**src/hdl/qtypr_pkg.sv**
```systemverilog
package qtypr_pkg;

   localparam int unsigned MAX_STEPS   = 32;
   localparam int unsigned ROOT_BITS   = 31;
   localparam int unsigned QUEUE_DEPTH = 4;
   localparam int unsigned G_BITS      = 32;
   localparam int unsigned ABS_BITS    = 31;
   localparam int unsigned SQ_BITS     = 64;
   localparam int unsigned YN_BITS     = 34;
   localparam int unsigned TILT_W      = 35;

   localparam logic [31:0] QUARTER_TURN = 32'h4000_0000;
   localparam logic [31:0] HALF_TURN    = 32'h8000_0000;

   // atan(2^-i), full circle = 2^32
   localparam logic [31:0] ATAN_TAB [MAX_STEPS] = '{
      32'h20000000, 32'h12E4051E, 32'h09FB385B, 32'h051111D4,
      32'h028B0D43, 32'h0145D7E1, 32'h00A2F61E, 32'h00517C55,
      32'h0028BE53, 32'h00145F2F, 32'h000A2F98, 32'h000517CC,
      32'h00028BE6, 32'h000145F3, 32'h0000A2FA, 32'h0000517D,
      32'h000028BE, 32'h0000145F, 32'h00000A30, 32'h00000518,
      32'h0000028C, 32'h00000146, 32'h000000A3, 32'h00000051,
      32'h00000029, 32'h00000014, 32'h0000000A, 32'h00000005,
      32'h00000003, 32'h00000001, 32'h00000001, 32'h00000000
   };

   typedef struct packed {
      logic full;
      logic empty;
   } qtypr_q_status_type;

endpackage

```
**src/hdl/qtypr_queue.sv**
```systemverilog
module qtypr_queue #(
   parameter int W = 8
) (
   input  logic                         clock,
   input  logic                         reset,
   input  logic                         push,
   input  logic [W-1:0]                 push_data,
   input  logic                         pop,
   output logic [W-1:0]                 pop_data,
   output qtypr_pkg::qtypr_q_status_type status
);
   localparam int PTR_BITS = $clog2(qtypr_pkg::QUEUE_DEPTH);
   localparam int CNT_BITS = $clog2(qtypr_pkg::QUEUE_DEPTH + 1);

   logic [W-1:0]        data_ff [qtypr_pkg::QUEUE_DEPTH];
   logic [PTR_BITS-1:0] wr_ptr_ff, wr_ptr_in;
   logic [PTR_BITS-1:0] rd_ptr_ff, rd_ptr_in;
   logic [CNT_BITS-1:0] cnt_ff, cnt_in;

   always_comb begin
      wr_ptr_in = push ? wr_ptr_ff + 1'b1 : wr_ptr_ff;
      rd_ptr_in = pop ? rd_ptr_ff + 1'b1 : rd_ptr_ff;
      cnt_in    = cnt_ff + CNT_BITS'(push) - CNT_BITS'(pop);
   end

   always_ff @(posedge clock) begin
      if (reset) begin
         wr_ptr_ff <= '0;
         rd_ptr_ff <= '0;
         cnt_ff    <= '0;
      end else begin
         wr_ptr_ff <= wr_ptr_in;
         rd_ptr_ff <= rd_ptr_in;
         cnt_ff    <= cnt_in;
      end
   end

   always_ff @(posedge clock) begin
      if (push) begin
         data_ff[wr_ptr_ff] <= push_data;
      end
   end

   assign pop_data     = data_ff[rd_ptr_ff];
   assign status.full  = (cnt_ff == CNT_BITS'(qtypr_pkg::QUEUE_DEPTH));
   assign status.empty = (cnt_ff == '0);
endmodule

```
**config.mk**
```make
export PLATFORM = sky130hd
export DESIGN_NAME = qtypr_queue
export DESIGN_NICKNAME = d
export VERILOG_FILES = /design/src/hdl/qtypr_pkg.sv /design/src/hdl/qtypr_queue.sv
export SDC_FILE = /design/constraint.sdc
export NUM_CORES = 1
export LEC_CHECK = 0
export BUFFER_PORTS_ARGS = -buffer_cell sky130_fd_sc_hd__buf_2
export CORE_MARGIN = 2
export CORE_UTILIZATION = 30
export DETAILED_ROUTE_END_ITERATION = 8
export SLEW_MARGIN = 20
export SYNTH_ARGS = -nofsm -noshare
export SYNTH_HDL_FRONTEND = slang
export SYNTH_SLANG_ARGS = --single-unit
```
**constraint.sdc**
```tcl
create_clock -name clock -period 2.7 [get_ports clock]
set_input_delay 0.54 -clock clock [delete_from_list [all_inputs] [get_ports clock]]
set_output_delay 0.54 -clock clock [all_outputs]
set_load 0.02 [all_outputs]
```
==> results.md <==
* Core area at approximately 0.0051 mm²
* Largest net degree at the start of global routing at 15
* Detail Route Antenna Nets at 0
* Global-route usage over all layers at a little under a tenth
* Max_slew headroom at 62.79%
* Power per cell area at 766.7 mW/mm²
* Post-synthesis compound-gate area fraction at 0.9404%
* Fmax at approximately 0.44 GHz
* Max FO, Critical Path at 8
* Maximum buffer depth of the clock tree at 2
* Routability cong. at around 0.68
* Critical Path AT at approximately 1.7 ns
* RR Startpoint: cnt_ff[0]$_SDFF_PP0_
* Pwr Total at about 0.0014 W
* Layout area overhead at 18.26%
* Post-synthesis register bit count at 41
* Post-CTS setup buffers at 0
* Clk sinks at 41
* Main synth FF type: edfxtp_1
* Avg WL per Cell at between 10 and 15 µm
* Tightest Hold Check Type: input pin to flip-flop
* Post-cts sizing count at 0
* Clk Latency, worst-skew pair at between 0.2 and 0.3 ns
* Total Wirelength at between 2000 and 3000 µm
* Max VDD drop at about 0.00029 V
* Final #Nets at 129
* Vias in the first global route at about 880
* Post-synthesis simple-gate area fraction at under 10%
* CTS Hold Bufs at 0
* Cells after synthesis at 84
* Overflow after GRT at 0
* DIE AREA at a little under 0.006 mm²
* # DRC at 0
* Hpwl dp at around 1800 µm
* Final Slew Violations at 0
* Seq/Total Area, Yosys at ~71%
* Post-Syn Area at between 0.0015 and 0.002 mm²
* Setup-failing EPs final at 0
* H-Tree Depth at 2
* Worst-margin pin slew at roughly 0.56 ns
* Status: finished clean
* EDFF count, synth at 32
* Adder-cell share of the synthesized area at between 5 and 6%
* First-pass GRT wire length at about 4200 µm
* Die W at 76.95 µm
* Fin Hold WS at around 0.46 ns
* Min Tclk post-route at between 2 and 2.5 ns
* DR vias/cell at about 4.3
* Clk_skew at between 0.003 and 0.004 ns
* Clock root buffer: clkbuf_8
* Main combinational cell family by area after synthesis: multiplexers
* Leak pwr at just under 0.7 nW
* Critical path endpoint category: output pin
* Mapped Nets at just over 100
* Req. time, crit path at 2.16 ns
* Share of cells above drive strength 1 at 34.23%
* Multiplexer share of the synthesized area at 11.91%
* Die height at between 70 and 80 µm
* Setup TNS at 0 ns
* Xor/xnor cell area share of the yosys netlist at between 2 and 3%
* Initial antenna violation count at 0
* CTS tree: done
* Final period util at a little over four fifths
* Ant diodes at 0
* Hold path startpoint: push_data[5]
* Fraction of registers with async set/reset at 0%
* Synth cell types at 19
* IO Count at 22
* Reg clk slew, reported paths at ~0.080 ns
* Final hold viol count at 0
* Num CTS Buffers at 5
* Synth Warn # at 0
* Initial core utilization at 31.26%
* First-pass iteration count of the detailed router at 2
* Via count at 781
* Critical path launch point type: flip-flop
* Crit path kind: flip-flop to output pin
* IO Port Bufs at 21
* Core Rows at 26
* Max-cap violations at 0
* Mapped Avg Cell Area at roughly 19 µm²
* Initial DRC count at 39
* Unrepaired setup endpoints after global routing: false
## routing by layer
layer | part of all wire [%] | global-route usage (%)
met2 | 49 | 15.61
met5 | 0 | 0
met1 | 42 | 10.82
met4 | 2.0 | 4.364
met3 | 6.6 | 3.882
## cell families (layout without fill, tap and decap cells)
kind of cell,count (synthesis),after routing
AOI/OAI and AO/OA,2,2
and+or+nand+nor,14,14
buffers and inverters,8,35
xor gates and xnor gates,3,3
DFF,41,41
adders and majority gates,7,7
muxes,9,9
## placed cells by master, fill, tap and decap left out
master      instances
nand3b_1            1
dfxtp_1             9
clkbuf_8            5
nor2b_1             2
a21bo_2             1
mux2i_1             1
fa_1                1
ha_1                6
and2_1              4
xnor2_1             2
and3_1              1
inv_1               6
bufinv_16           1
buf_2              21
edfxtp_1           32
nor3_1              1
xor3_1              1
nor2_1              5
clkinvlp_4          1
mux4_2              8
clkinv_4            1
a21oi_1             1
## power breakdown
group / internal [W] / switching, W / total (W)
clock: 0.000276 / 0.000213 / 0.000489
sequential: 0.000725 / 0.0000302 / 0.000755
combinational: 0.000101 / 0.000103 / 0.000203
## worst max-delay path, cell delays in order (launching register included)
cell and delay, ns:
dfxtp_1 0.68, mux4_2 0.58, buf_2 0.17
## final timing paths
check,to,slack (ns),cells past startpoint
worst max-delay path,pop_data[3],0.44,2
worst min-delay path,data_ff[3][5]$_DFFE_PP_,0.46,1
worst max register to register,cnt_ff[2]$_SDFF_PP0_,0.95,7
worst min register to register,rd_ptr_ff[1]$_SDFFE_PP0P_,0.56,2
## cells in the mapped netlist (all sizes together) (2+ instances only)
cell    instances  area, µm²
and2            4      25.02
dfxtp           9      180.2
mux4            8      180.2
ha              6      75.07
nor2b           2      12.51
nor2            5      18.77
inv             6      22.52
xnor2           2      17.52
edfxtp         32      960.9
## registers in the layout, summed over array words and instances, names as in the netlist, named ones only
| signal | cells |
|---|---|
| data_ff | 32 |
| wr_ptr_ff | 2 |
| cnt_ff | 3 |
| rd_ptr_ff | 2 |
## per-stage QoR
stage / util, % / cells / setup slack, ns / area (µm²)
3_3_place_gp: 34.71 / 173 / 0.6777 / 1773
2_1_floorplan: - / 84 / 0.8462 / 1597
4_1_cts: 36.97 / 181 / 0.3852 / 1888
5_1_grt: 36.97 / 181 / 0.2866 / 1888
3_5_place_dp: 34.71 / 173 / 0.6300 / 1773
6_report: 36.97 / 181 / 0.4409 / 1888
## final cells by class
| type | instances | area, µm² |
|---|---|---|
| flip-flops and latches | 41 | 1141 |
| multi-input cells | 35 | 416.7 |
| inverters | 6 | 22.52 |
| clock inverters | 3 | 46.29 |
| repair buffers | 21 | 105.1 |
| clock buffers | 5 | 68.82 |
| well taps | 70 | 87.58 |
| fillers | 512 | 3219 |
Power figures use the tool's default switching activity.
